==> src/hdl/tts_pkg.sv <==
// Shared constants and helpers for the tridiagonal Thomas solver.
// Depends on nothing; tts_mul, tts_div and the solver top level refer to it by scoped names.
package tts_pkg;

   // System size and number format.
   localparam int MAX_ROWS  = 64;
   localparam int FRAC_BITS = 16;
   localparam int DATA_W    = 32;
   localparam int ROW_W     = $clog2(MAX_ROWS);
   localparam int ROW_OUT_W = 6;

   // Serial arithmetic unit sizes.
   localparam int MUL_CNT_W = $clog2(DATA_W);
   localparam int DIV_W     = DATA_W + FRAC_BITS;
   localparam int DIV_CNT_W = $clog2(DIV_W);

   // Saturate a 64-bit signed value to the signed 32-bit range.
   function automatic logic signed [DATA_W-1:0] sat32(input logic signed [63:0] v);
      logic signed [63:0] hi;
      logic signed [63:0] lo;
      hi = 64'sh0000_0000_7FFF_FFFF;
      lo = -64'sh0000_0000_8000_0000;
      if (v > hi) begin
         sat32 = 32'sh7FFF_FFFF;
      end else if (v < lo) begin
         sat32 = 32'sh8000_0000;
      end else begin
         sat32 = v[DATA_W-1:0];
      end
   endfunction

endpackage

==> src/hdl/tts_mul.sv <==
// Bit-serial signed 32x32 multiplier, one multiplier bit per cycle.
// Depends on tts_pkg for the data width and counter width.
module tts_mul (
   input  logic                              clock,
   input  logic                              reset,
   input  logic                              start,
   input  logic signed [tts_pkg::DATA_W-1:0] x,
   input  logic signed [tts_pkg::DATA_W-1:0] y,
   output logic                              done,
   output logic signed [63:0]                product
);

   logic                            busy_ff, busy_in;
   logic                            fin_ff, fin_in;
   logic                            done_ff, done_in;
   logic [tts_pkg::MUL_CNT_W-1:0]   cnt_ff, cnt_in;
   logic                            neg_ff, neg_in;
   logic [tts_pkg::DATA_W-1:0]      mcand_ff, mcand_in;
   logic [tts_pkg::DATA_W-1:0]      hi_ff, hi_in;
   logic [tts_pkg::DATA_W-1:0]      lo_ff, lo_in;
   logic signed [63:0]              prod_ff, prod_in;
   logic [tts_pkg::DATA_W:0]        sum;

   assign done    = done_ff;
   assign product = prod_ff;

   // One shift-add step per cycle on the upper half of the accumulator.
   always_comb begin
      busy_in  = busy_ff;
      fin_in   = 1'b0;
      done_in  = 1'b0;
      cnt_in   = cnt_ff;
      neg_in   = neg_ff;
      mcand_in = mcand_ff;
      hi_in    = hi_ff;
      lo_in    = lo_ff;
      prod_in  = prod_ff;
      sum      = {1'b0, hi_ff} + (lo_ff[0] ? {1'b0, mcand_ff} : '0);
      if (start) begin
         busy_in  = 1'b1;
         cnt_in   = '1;
         neg_in   = x[tts_pkg::DATA_W-1] ^ y[tts_pkg::DATA_W-1];
         mcand_in = x[tts_pkg::DATA_W-1] ? -x : x;
         lo_in    = y[tts_pkg::DATA_W-1] ? -y : y;
         hi_in    = '0;
      end else if (busy_ff) begin
         hi_in  = sum[tts_pkg::DATA_W:1];
         lo_in  = {sum[0], lo_ff[tts_pkg::DATA_W-1:1]};
         cnt_in = cnt_ff - 1'b1;
         if (cnt_ff == '0) begin
            busy_in = 1'b0;
            fin_in  = 1'b1;
         end
      end else if (fin_ff) begin
         prod_in = neg_ff ? -$signed({hi_ff, lo_ff}) : $signed({hi_ff, lo_ff});
         done_in = 1'b1;
      end
   end

   // Control state.
   always_ff @(posedge clock) begin
      if (reset) begin
         busy_ff <= 1'b0;
         fin_ff  <= 1'b0;
         done_ff <= 1'b0;
      end else begin
         busy_ff <= busy_in;
         fin_ff  <= fin_in;
         done_ff <= done_in;
      end
   end

   // Datapath registers.
   always_ff @(posedge clock) begin
      cnt_ff   <= cnt_in;
      neg_ff   <= neg_in;
      mcand_ff <= mcand_in;
      hi_ff    <= hi_in;
      lo_ff    <= lo_in;
      prod_ff  <= prod_in;
   end

endmodule

==> config.mk <==
export PLATFORM = sky130hd
export DESIGN_NAME = tts_mul
export DESIGN_NICKNAME = d
export VERILOG_FILES = /design/src/hdl/tts_pkg.sv /design/src/hdl/tts_mul.sv
export SDC_FILE = /design/constraint.sdc
export NUM_CORES = 1
export LEC_CHECK = 0
export ABC_AREA = 0
export ABC_CLOCK_PERIOD_IN_PS = 3300
export BUFFER_PORTS_ARGS = -buffer_cell sky130_fd_sc_hd__buf_2
export CAP_MARGIN = 25
export CORE_AREA = 8 8 180 131
export DETAILED_ROUTE_END_ITERATION = 10
export DIE_AREA = 0 0 188 139
export PLACE_DENSITY = 0.69
export SLEW_MARGIN = 40
export SYNTH_ARGS = -nofsm -noshare
export SYNTH_HDL_FRONTEND = slang
export SYNTH_SLANG_ARGS = --single-unit
export TNS_END_PERCENT = 1
==> constraint.sdc <==
create_clock -name clock -period 3.3 [get_ports clock]
set_clock_uncertainty 0.05 [all_clocks]
set_input_delay 0.165 -clock clock [delete_from_list [all_inputs] [get_ports clock]]
set_output_delay 0.165 -clock clock [all_outputs]
set_load 0.01 [all_outputs]
# Word level (Yosys, flattened, before mapping)
# Cells that the tools add are included.
op_classes:
  n_addsub: 5
  multipliers: 0
  div_mod_pow: 0
  order_cmp: 0
  n_eq_ne: 0
  shift: 0
  mux: 11
  bitwise_logic: 3
  n_reduce_logical: 5
op_table:
  columns: ["operator", "count"]
  rows:
  - ["two-way mux 32 bit", 4]
  - ["two-way mux 64 bit", 1]
  - ["negator 32 bit", 2]
  - ["negator 64 bit", 1]
  - ["adder 32 x 32 -> 33 bit", 1]
  - ["two-way mux 31 bit", 1]
  - ["OR reduction 3 bit", 2]
  - ["logical NOT 5 bit", 1]
  - ["two-way mux 1 bit", 5]
  - ["subtractor 5 x 1 -> 5 bit, second input constant", 1]
  - ["AND reduction 3 bit", 1]
  - ["NOT 1 bit", 2]
  - ["nonzero test 2 bit", 1]
  - ["bitwise XOR 1 bit", 1]
word_totals:
  register_bits: 169
  latch_bits: 0
  mem_bits_rw: 0
  mem_bits_ro: 0
  inputBits: 67
  out_inout_bits: 65
  memories: 0

# Longest topological paths before layout
depth:
  word_depth: 4
  ltp_mapped: 11
  ltp_nobuf: 10

# Least setup slack after synthesis
# No wires, ideal clock.
synth_timing:
  path_kind: "register to register"
  startpoint: "reg hi_ff[16] in the netlist's numbering"
  endpoint: "reg prod_ff[63] (netlist: product[63]) (data pin)"
  arrival_time_ps: 2741
  path_slack_ps: 249
  path_stages_with_launch: 8
  path_cell_list: "dfxtp_1 -> or4_4 -> or4_4 -> or3_4 -> or3_4 -> or4_4 -> o31ai_2 -> xnor2_1"
synth_between:
  elab_chain_len: 2
synth_lines:
  columns: ["element", "line", "text"]
  rows:
  - ["start, declared", "tts_mul.sv:19", "logic [tts_pkg::DATA_W-1:0] hi_ff, hi_in;"]
  - ["start signal, assigned", "tts_mul.sv:78", "hi_ff <= hi_in;"]
  - ["negator 64 bit", "tts_mul.sv:55", "prod_in = neg_ff ? -$signed({hi_ff, lo_ff}) : $signed({hi_ff, lo_ff});"]
  - ["two-way mux 64 bit", "tts_mul.sv:55", null]
  - ["end signal, assigned", "tts_mul.sv:80", "prod_ff <= prod_in;"]
  - ["end, declared", "tts_mul.sv:21", "logic signed [63:0] prod_ff, prod_in;"]
# No other way between the ends.
# A chain may end at the register's enable or synchronous reset.

# Final worst setup path
layout_timing:
  startpoint: "reg lo_ff[0] in the netlist's numbering"
  endpoint: "reg hi_ff[29] in the netlist's numbering"
layout_between:
  elab_chain_len: 2
layout_lines:
  columns: ["element", "line", "text"]
  rows:
  - ["start, declared", "tts_mul.sv:20", "logic [tts_pkg::DATA_W-1:0] lo_ff, lo_in;"]
  - ["start signal, assigned", "tts_mul.sv:79", "lo_ff <= lo_in;"]
  - ["two-way mux 32 bit", "tts_mul.sv:38", "sum = {1'b0, hi_ff} + (lo_ff[0] ? {1'b0, mcand_ff} : '0);"]
  - ["adder 32 x 32 -> 33 bit", "tts_mul.sv:38", null]
# No other way between the ends.

==> summary.md <==
| Metric | Value |
|---|---|
| Initial Util | 48.2% |
| Main flop type after synthesis | edfxtp_1 |
| Most common cell after layout, fill and taps aside | buf_2 |
| Antenna Violating Nets Remaining | 0 |
| Clock buffer depth | 2 |
| Max cap viols | 0 |
| Layout net count | 1282 |
| Area delta synth->final | 19.8% |
| Residual DRC | 0 |
| Ys async rst share | 0% |
| Tcrit/Tclk final | 97.0% |
| Total wire length | roughly 25000 um |
| Final setup violation count | 0 |
| Vias in the first global route | approximately 7400 |
| GRT overflow | 0 |
| Ratio of cells with drive above 1 in the final layout | 19.9% |
| Min Tclk post-route | 3200 ps |
| Final Slew Violations | 0 |
| CP arrival | 3440 ps |
| IO Pins | around 130 |
| Root buf cell | clkbuf_16 |
| Number of distinct library cells after synthesis | 63 |
| Buf/Inv on CP | 1 |
| Diodes inserted | 0 |
| HPWL Detailed | between 15000 and 20000 um |
| Drt first pass iters | 5 |
| Peak Freq | approximately 0.31 GHz |
| Vias | 8178 |
| First-pass GRT wire length | a little under 40000 um |
| CTS tree | done |
| All-Layer GR Usage | a little under a fifth |
| Synth Register Bits | 169 |
| Hold Path Class | in2reg |
| Kind of end point of the critical path | flip-flop |
| Setup crit start kind | flip-flop |
| Port buffer count | 131 |
| Die width | 188 um |
| Outcome | complete, no violations |
| Most frequent cells in the layout | 130 x buf_2, 129 x edfxtp_1, 104 x xnor2_1 |
| Avg Vias per Cell | 5.55 |
| Clock Latency Late Sink | around 440 ps |
| Mapped Area | 0.0101 mm2 |
| FP Rows | 45 |
| Leak Pwr | 4.59 nW |
| WS Path Type | reg2reg |
| YS warnings | 0 |
| Clk sinks | 169 |
| Die area | 0.0261 mm2 |
| H-tree depth | 4 |
| Core area | 0.0210 mm2 |
| Worst path most repeated cell | o21ai_0 |
| RD Place Congestion | 0.932 |
| Peak supply drop | 369 uV |
| Crit-path cells | buf_4 > and2_1 > ha_1 > a21oi_1 > o21ai_0 > a2111oi_1 > o21bai_1 > a31oi_1 > xor2_1 > o21ai_0 |
| Cell area after layout | 0.0121 mm2 |
| Worst Path Required | 3540 ps |
| Largest net degree at the start of global routing | 65 |
| Initial antenna violation count | 0 |
| Wire per inst | 17.0 um |
| Worst-margin pin slew | 862 ps |
| Rel. slew slack | 42.4% |
| Hold Violations, Final | 0 |
| Die H | 139 um |
| Slowest library cell on the worst path | a2111oi_1 |
| CP top delay family | compound AO/OA/AOI/OAI gates |
| Clk slew on worst S/H paths | 70 ps |
| Worst-path maximum fanout | 23 |
| Total CTS buffers | 17 |
| Syn Inst Count | 1010 |
| Final Util | slightly below 60% |
| DRT iter0 DRCs | 754 |
| Max stage delay on crit path | 540 ps |
| EDFF count, synth | approximately 130 |
| Syn Nets | 1114 |
| P per Cell Area | 473 mW/mm2 |
| Placed instance area | between 0.01 and 0.015 mm2 |
| Part of the Yosys area used for sequential elements | 46.2% |
| Syn Area/Cell | 10.0 um2 |
==> power breakdown <==
group          switching (W)  leakage (nW)  internal, W
combinational       0.000640          2.76     0.000520
sequential          0.000129          1.54      0.00248
clock               0.000951         0.286      0.00101
==> worst paths after layout <==
| check | from | endpoint | slack, ps | cells past startpoint |
|---|---|---|---|---|
| worst max-delay path | lo_ff[0] | hi_ff[29] | 100 | 10 |
| worst min-delay path | x[18] | mcand_ff[18] | 20 | 2 |
| worst max register to register | lo_ff[0] | hi_ff[29] | 100 | 10 |
| worst min register to register | cnt_ff[3] | cnt_ff[3] | 460 | 2 |
==> synthesized netlist by cell type (all sizes together), types with 2 or more instances <==
library cell	instances	area share, %
a21oi	63	3.1
a221oi	4	0.35
nor2	70	2.6
and2	35	2.2
nor4	13	0.80
inv	14	0.52
buf	6	0.26
nand4	12	0.74
o21bai	5	0.37
mux2i	10	0.99
nor4b	2	0.17
a211o	3	0.26
o41ai	16	1.4
clkbuf	41	1.5
a211oi	5	0.37
a21o	10	0.74
edfxtp	129	38
or3	24	1.6
nand3b	3	0.22
mux2	3	0.33
a32o	2	0.20
nand2	83	3.1
a31oi	5	0.31
nor2b	9	0.56
nand4b	2	0.17
o31ai	38	2.9
dfxtp	40	7.9
xor2	41	3.5
or2	6	0.37
nand3	19	0.94
ha	36	4.4
xnor2	104	9.0
nor3	14	0.69
o211ai	4	0.30
a41oi	2	0.17
nand2b	15	0.93
and3	7	0.43
or4	17	1.4
o21a	4	0.30
a2111oi	4	0.35
o21ai	72	3.6
==> final cells by class <==
cell class	instances	area, um2
fillers	1803	8880
clock inverters	15	153
repair buffers	196	1200
clock buffers	17	425
multi-input cells	780	5260
inverters	14	52.6
well taps	282	353
flip-flops and latches	169	4670
==> timing repair <==
action,in CTS,in global routing
resized for setup,0,13
hold buffers,17,0
endpoints found under the hold margin,19,0
setup buffers,0,2
endpoints found under the setup margin,0,11
==> registers in the layout (all words and copies together) (netlist names) <==
| signal | count |
|---|---|
| neg_ff | 1 |
| busy_ff | 1 |
| hi_ff | 32 |
| fin_ff | 1 |
| done | 1 |
| cnt_ff | 5 |
| mcand_ff | 32 |
| product | 64 |
| lo_ff | 32 |
==> layer usage <==
metal,vias to the layer above,wire length (um),global-route usage (%)
li1,4086,-,-
met3,14,2120,5.48
met5,-,0,0
met1,3784,12700,28.1
met4,0,159,3.56
met2,294,10000,25.7
==> cells by family after synthesis <==
| family | share of synthesized area [%] |
|---|---|
| AO/OA/AOI/OAI | 15.5 |
| XOR/XNOR | 12.5 |
| adder cells (fa/ha/maj) | 4.65 |
| buffers and inverters | 2.30 |
| flip-flops | 46.2 |
| multiplexers | 1.32 |
| AND/OR/NAND/NOR | 17.5 |
==> through the flow <==
| stage | power [W] | setup slack [ps] | setup TNS [ps] | cells | hold slack, ps |
|---|---|---|---|---|---|
| 4_1_cts | 0.00573 | 2.77 | 0 | 1471 | 0.146 |
| 5_1_grt | 0.00599 | -52.8 | -52.8 | 1473 | 2.50 |
| 3_3_place_gp | 0.00375 | 97.2 | 0 | 1422 | 335 |
| 6_report | 0.00573 | 97.7 | 0 | 1473 | 20.2 |
| 3_5_place_dp | 0.00377 | 30.8 | 0 | 1422 | 339 |
| 2_1_floorplan | 0.00341 | 249 | 0 | 1010 | 187 |
(Power assumes the default switching activity.)
