$ cat src/hdl/tts_pkg.sv
// Shared constants and helpers for the tridiagonal Thomas solver.
// Depends on nothing; tts_mul, tts_div and the solver top level refer to it by scoped names.
package tts_pkg;

   // System size and number format.
   localparam int MAX_ROWS  = 64;
   localparam int FRAC_BITS = 16;
   localparam int DATA_W    = 32;
   localparam int ROW_W     = $clog2(MAX_ROWS);
   localparam int ROW_OUT_W = 6;

   // Serial arithmetic unit sizes.
   localparam int MUL_CNT_W = $clog2(DATA_W);
   localparam int DIV_W     = DATA_W + FRAC_BITS;
   localparam int DIV_CNT_W = $clog2(DIV_W);

   // Saturate a 64-bit signed value to the signed 32-bit range.
   function automatic logic signed [DATA_W-1:0] sat32(input logic signed [63:0] v);
      logic signed [63:0] hi;
      logic signed [63:0] lo;
      hi = 64'sh0000_0000_7FFF_FFFF;
      lo = -64'sh0000_0000_8000_0000;
      if (v > hi) begin
         sat32 = 32'sh7FFF_FFFF;
      end else if (v < lo) begin
         sat32 = 32'sh8000_0000;
      end else begin
         sat32 = v[DATA_W-1:0];
      end
   endfunction

endpackage

$ cat src/hdl/tts_div.sv
// Bit-serial restoring divider giving a rounded, saturated fixed-point quotient.
// Depends on tts_pkg for widths and the fraction bit count.
module tts_div (
   input  logic                              clock,
   input  logic                              reset,
   input  logic                              start,
   input  logic signed [tts_pkg::DATA_W:0]   num,
   input  logic signed [tts_pkg::DATA_W-1:0] den,
   output logic                              done,
   output logic signed [tts_pkg::DATA_W-1:0] quot
);

   localparam int W = tts_pkg::DIV_W;
   localparam int D = tts_pkg::DATA_W;

   logic                 busy_ff, busy_in;
   logic                 fin_ff, fin_in;
   logic                 done_ff, done_in;
   logic [tts_pkg::DIV_CNT_W-1:0] cnt_ff, cnt_in;
   logic                 neg_ff, neg_in;
   logic                 nneg_ff, nneg_in;
   logic                 nzero_ff, nzero_in;
   logic                 dzero_ff, dzero_in;
   logic [D-1:0]         dm_ff, dm_in;
   logic [D-1:0]         rem_ff, rem_in;
   logic [W-1:0]         q_ff, q_in;
   logic signed [D-1:0]  quot_ff, quot_in;
   logic [D:0]           num_mag;
   logic [D:0]           trial;
   logic                 up;
   logic [W:0]           qr;

   assign done = done_ff;
   assign quot = quot_ff;

   always_comb begin
      busy_in  = busy_ff;
      fin_in   = 1'b0;
      done_in  = 1'b0;
      cnt_in   = cnt_ff;
      neg_in   = neg_ff;
      nneg_in  = nneg_ff;
      nzero_in = nzero_ff;
      dzero_in = dzero_ff;
      dm_in    = dm_ff;
      rem_in   = rem_ff;
      q_in     = q_ff;
      quot_in  = quot_ff;
      num_mag  = num[D] ? -num : num;
      trial    = {rem_ff, q_ff[W-1]};
      up       = ({rem_ff, 1'b0} >= {1'b0, dm_ff});
      qr       = {1'b0, q_ff} + {{W{1'b0}}, up};
      // Load operands as magnitudes; the dividend carries the fraction shift.
      if (start) begin
         busy_in  = 1'b1;
         cnt_in   = tts_pkg::DIV_CNT_W'(W - 1);
         neg_in   = num[D] ^ den[D-1];
         nneg_in  = num[D];
         nzero_in = (num == '0);
         dzero_in = (den == '0);
         dm_in    = den[D-1] ? -den : den;
         rem_in   = '0;
         q_in     = {num_mag[D-1:0], {tts_pkg::FRAC_BITS{1'b0}}};
      // One quotient bit per cycle.
      end else if (busy_ff) begin
         if (trial >= {1'b0, dm_ff}) begin
            rem_in = D'(trial - {1'b0, dm_ff});
            q_in   = {q_ff[W-2:0], 1'b1};
         end else begin
            rem_in = trial[D-1:0];
            q_in   = {q_ff[W-2:0], 1'b0};
         end
         cnt_in = cnt_ff - 1'b1;
         if (cnt_ff == '0) begin
            busy_in = 1'b0;
            fin_in  = 1'b1;
         end
      // Round half away from zero, apply the sign and saturate.
      end else if (fin_ff) begin
         done_in = 1'b1;
         if (dzero_ff) begin
            if (nzero_ff) begin
               quot_in = '0;
            end else if (nneg_ff) begin
               quot_in = {1'b1, {(D-1){1'b0}}};
            end else begin
               quot_in = {1'b0, {(D-1){1'b1}}};
            end
         end else if (neg_ff) begin
            if ((|qr[W:D]) || (qr[D-1] && (|qr[D-2:0]))) begin
               quot_in = {1'b1, {(D-1){1'b0}}};
            end else begin
               quot_in = -$signed(qr[D-1:0]);
            end
         end else begin
            if (|qr[W:D-1]) begin
               quot_in = {1'b0, {(D-1){1'b1}}};
            end else begin
               quot_in = $signed(qr[D-1:0]);
            end
         end
      end
   end

   // Control state.
   always_ff @(posedge clock) begin
      if (reset) begin
         busy_ff <= 1'b0;
         fin_ff  <= 1'b0;
         done_ff <= 1'b0;
      end else begin
         busy_ff <= busy_in;
         fin_ff  <= fin_in;
         done_ff <= done_in;
      end
   end

   // Datapath registers.
   always_ff @(posedge clock) begin
      cnt_ff   <= cnt_in;
      neg_ff   <= neg_in;
      nneg_ff  <= nneg_in;
      nzero_ff <= nzero_in;
      dzero_ff <= dzero_in;
      dm_ff    <= dm_in;
      rem_ff   <= rem_in;
      q_ff     <= q_in;
      quot_ff  <= quot_in;
   end

endmodule

$ cat config.mk
export PLATFORM = sky130hd
export DESIGN_NAME = tts_div
export DESIGN_NICKNAME = d
export VERILOG_FILES = /design/src/hdl/tts_pkg.sv /design/src/hdl/tts_div.sv
export SDC_FILE = /design/constraint.sdc
export NUM_CORES = 1
export LEC_CHECK = 0
export BUFFER_PORTS_ARGS = -buffer_cell sky130_fd_sc_hd__clkbuf_2
export CORE_ASPECT_RATIO = 0.7
export CORE_MARGIN = 5
export CORE_UTILIZATION = 61
export DETAILED_ROUTE_END_ITERATION = 8
export GPL_ROUTABILITY_DRIVEN = 0
export PLACE_DENSITY = 0.81
export SYNTH_ARGS = -nofsm -noshare
export SYNTH_HDL_FRONTEND = slang
export SYNTH_SLANG_ARGS = --single-unit
$ cat constraint.sdc
create_clock -name clock -period 7.8 [get_ports clock]
set_input_delay 1.56 -clock clock [delete_from_list [all_inputs] [get_ports clock]]
set_output_delay 1.56 -clock clock [all_outputs]
set_load 0.02 [all_outputs]
# == Word-level counts from Yosys, hierarchy flattened ==
# Index checks and enable logic that the tools add are counted.
# totals
input_bits,68
output_inout_bits,33
reg_bits,157
# classes
addsub,6
magnitude_cmp,2
reduce_logical,12
muxes,17
bitwise,3
# ops
operator,n
2-to-1 mux 32 bit,8
2-to-1 mux 48 bit,2
negator 32 bit,3
>= comparator 33 x 32 -> 1 bit,2
adder 48 x 1 -> 49 bit,1
zero test 33 bit,1
zero test 32 bit,1
subtractor 32 bit,1
2-to-1 mux 31 bit,1
OR reduction 31 bit,1
OR reduction 18 bit,1
OR reduction 17 bit,1
zero test 6 bit,1
2-to-1 mux 1 bit,6
OR reduction 3 bit,2
subtractor 6 x 1 -> 6 bit (second input constant),1
AND reduction 3 bit,1
NOT 1 bit,2
nonzero test 2 bit,1
logical AND 1 bit,1
logical OR 1 bit,1
XOR 1 bit,1

# == Depth between registers and ports, before layout ==
# depth
ltp_word,8
depth_mapped,25

# == Worst setup path after synthesis ==
# No wires, ideal clock.
# synth_timing
kind,reg2reg
start,register dm_ff[13]
end,"register quot_ff[6] (netlist: quot[6]), data pin"
path_slack_ns,2.221
synth_period_minus_slack_ns,5.579
setup_time_ns,0.158
stages_incl_launch_ff,24
arrival_ns,5.421
cell_sequence,edfxtp_1 -> inv_1 -> ha_1 -> and3_1 -> nand2_1 -> or4_1 -> o21a_1 -> o21ai_0 -> nor2_1 -> o21ai_0 -> ha_1 -> ha_1 -> inv_1 -> ha_1 -> or4b_2 -> o31ai_1 -> o21ai_0 -> nor4b_2 -> and4b_1 -> a41oi_1 -> nor3_2 -> buf_2 -> a31oi_1 -> o211ai_1
# synth_between
elab_chain_len,8
elab_cells_between_ends,12
cone_classes,2 x add/sub; 1 x order compare; 4 x mux; 5 x reduce/logical
# synth_rtl
item,line_no,rtl
"start, declared",tts_div.sv:24,"logic [D-1:0] dm_ff, dm_in;"
"start signal, assigned",tts_div.sv:125,dm_ff <= dm_in;
>= comparator 33 x 32 -> 1 bit *,tts_div.sv:51,"up = ({rem_ff, 1'b0} >= {1'b0, dm_ff});"
adder 48 x 1 -> 49 bit *,tts_div.sv:52,"qr = {1'b0, q_ff} + {{W{1'b0}}, up};"
branches (longest 4 deep; another with negator 32 bit),--,
2-to-1 mux 32 bit *,tts_div.sv:89,end else if (neg_ff) begin
2-to-1 mux 32 bit *,tts_div.sv:81,if (dzero_ff) begin
"end signal, assigned",tts_div.sv:128,quot_ff <= quot_in;
"end, declared",tts_div.sv:27,"logic signed [D-1:0] quot_ff, quot_in;"
# Every way passes the cells marked *.
# A chain may end at the register's enable or synchronous reset.

# == Worst setup path in the final report ==
# layout_timing
start,register dm_ff[13]
end,"register quot_ff[13] (netlist: quot[13]), data pin"
# Same word-level chain as after synthesis.

==> metrics.yaml <==
critical_path:
  worst_r2r_endpoint: "quot[13]"
  timing.critical_path.buf_inv: 3
  crit_arrival_ps: 7320
  startpoint_type: "flop"
  cp_slowest_cell: "nor3_2"
  endpoint: "quot[13]"
  ff2ff_path_depth: 23
  critPathCaptureType: "flop"
  max_stage_delay_ps: 680
  crit_top_cell: "ha_1"
  r2r_slack_ps: 750
  crit_type: "flop to flop"
  crit_family: "simple AND/OR/NAND/NOR gates"
  crit_chain: "inv_1 > ha_1 > and3_1 > nand2_1 > or4_1 > o21a_1 > o21ai_0 > nor2_1 > o21ai_0 > ha_1 > ha_1 > inv_1 > ha_1 > or4b_2 > o31ai_1 > o21ai_0 > nor4b_2 > and4b_1 > a41oi_1 > nor3_2 > buf_4 > a31oi_1 > o211ai_1"
  crit_cells: 23
  path_max_fanout: 13
  cp.required_ps: 8070
  r2r_start: "dm_ff[13]"
  critPathLaunch: "dm_ff[13]"
logic_synthesis:
  synth_area_um2: 11400
  synthCells: 1307
  synth-main-ff-cell: "edfxtp_1"
  synth_area_leaders: "edfxtp_1, dfxtp_1, xnor2_1, ha_1, nand2_1"
  yosys.cell_types.count: 71
  synth_top_area_cell: "edfxtp_1"
  synth_seq_cells: 157
  synthArstFlopShare: 0
  yosysWarnings: 0
  synth_edf_count: 100
  postSynthAreaPerCell_um2: 8.72
  synth_seq_area_share: 0.363
  synth.top_cell.area_share: 0.263
  synth.net_count: 1415
min_path:
  hold_path_class: "flop to flop"
  hold_path_depth: 2
route:
  via_per_inst: 6.64
  drtIter0Drc: 1492
  dr_total_vias: 10700
  dr.pass1.iters: 9
  drc: 1
  antenna_left: 0
  wirelength_um: 31200
  drt-wirelength-per-cell_um: 19.3
placed_design:
  hpwlAfterDp_um: 22900
  dpl-instance-area_um2: 12000
  io_buffers: 100
  place_inst: 1584
grt:
  antenna_found_initial: 0
  grt_pass1_vias: 9687
  grt_start_max_net_pins: 74
  grtUsageTotal: 0.282
  grt_pass1_wl_um: 50600
  grt_overflow: 0
floorplanning:
  fp.dieW_um: 173
  die_h_um: 124
  coreArea_um2: 18200
  die-area_um2: 21600
  start_util: 0.626
  pin_count: 101
  rows: 41
clock_network:
  cts_made_buffers: 17
  cts_resized: 0
  post_cts_buffers: 0
  clkLatencyLatePin_ps: 440
  htreeDepth: 4
  cts_sinks: 157
  clk_pin_slew_worst_paths_ps: 60
  ctsHoldBuffers: 0
  clockBufferDepth: 2
  cts_tree: "done"
  root_buffer: "clkbuf_16"
sta:
  period_needed_ps: 7050
  skew_ps: 8.72
  timing.final.crit_share: 0.904
  hold_violations: 0
  setup_viol: 0
  rsz0062_at_grt: "false"
  slew_headroom: 0.189
  slew_violations: 0
  setup_tns_ps: 0
  clock.fmax_mhz: 142
  worst_pin_slew_ps: 1220
layout:
  nets: 1475
  num-fill-cells: 1392
  drive_gt1_frac: 0.130
  mostFrequentLayoutCell: "nand2_1"
  final_area_um2: 12700
  area_delta_synth_final_pct: 11.2
  most-common-layout-cells: "nand2_1, xnor2_1, edfxtp_1"
  num_antenna_cells: 0
  instances_no_fill: 1616
power_and_ir_drop:
  p_leak_nw: 4.93
  powerDensity_nw_per_um2: 187
  finalPower_mw: 2.38
  peakVddDrop_v: 0.000136
flow_run:
  cap_viol_max_count: 0
outcome:
  status: "finished with violations"
  violations: "design-rule violations"
==> Yosys cell counts, drive strengths merged (39+ instances only) <==
cell and n:
clkbuf 64, inv 59, dfxtp 57, nand3 42, edfxtp 100, xnor2 105, o21ai 84, a21oi 62
nand4 40, nand2 107, nor2 89, ha 39
==> kinds of logic after synthesis <==
logic type / count (synthesis) / synth area share
muxes: 30 / 0.0266
adders and majority gates: 40 / 0.0445
xor gates and xnor gates: 127 / 0.0975
AOI/OAI and AO/OA: 349 / 0.206
DFF: 157 / 0.363
and+or+nand+nor: 471 / 0.217
buffers and inverters: 133 / 0.0443
==> sequential cells by signal (all words and copies together) (netlist names), 6 cells and up <==
register  count
quot         32
cnt_ff        6
dm_ff        32
rem_ff       32
q_ff         48
==> worst register-to-register path, cell delays in order, from the launching register on <==
cell and delay [ps]:
edfxtp_1 330, inv_1 50, ha_1 390, and3_1 230, nand2_1 100, or4_1 520
o21a_1 200, o21ai_0 310, nor2_1 70, o21ai_0 150, ha_1 380, ha_1 310
inv_1 70, ha_1 220, or4b_2 610, o31ai_1 200, o21ai_0 290, nor4b_2 570
and4b_1 330, a41oi_1 270, nor3_2 680, buf_4 280, a31oi_1 100, o211ai_1 220
==> worst min path at each step <==
stage	startpoint	to	slack, ps
after detailed placement	q_ff[0]	q_ff[0]	460
after floorplan	q_ff[0]	q_ff[0]	440
final	q_ff[0]	q_ff[0]	470
after CTS	q_ff[0]	q_ff[0]	470
after global routing	q_ff[0]	q_ff[0]	510
after global placement	q_ff[0]	q_ff[0]	460
==> layout make-up <==
class	count	area [um^2]	area share
clock buffers	19	433	0.0341
clock inverters	13	214	0.0169
inverters	59	221	0.0175
multi-input cells	1017	6760	0.533
flip-flops and latches	157	4150	0.327
well taps	236	295	0.0233
repair buffers	115	616	0.0485
==> power by group <==
| part | internal, mW | total [mW] | leakage [nW] | switching, mW |
|---|---|---|---|---|
| clock network | 0.571 | 0.925 | 0.310 | 0.354 |
| logic | 0.180 | 0.453 | 3.17 | 0.274 |
| registers | 0.945 | 0.998 | 1.45 | 0.0529 |
==> metal layers <==
metal,wire length [um],global-route usage,up-vias
met5,0,0,-
met4,368,0.0577,0
met3,3570,0.0704,56
met2,12700,0.390,624
met1,14500,0.443,5033
li1,-,-,5011
==> through the flow <==
| stage | setup WS, ps | hold slack [ps] | utilization |
|---|---|---|---|
| 2_1_floorplan | 2220 | 439 | - |
| 3_3_place_gp | 1270 | 459 | 0.661 |
| 3_5_place_dp | 1020 | 456 | 0.661 |
| 4_1_cts | 920 | 465 | 0.697 |
| 5_1_grt | 245 | 508 | 0.697 |
| 6_report | 751 | 469 | 0.697 |
Note: power is estimated with default switching activity, not from simulation.
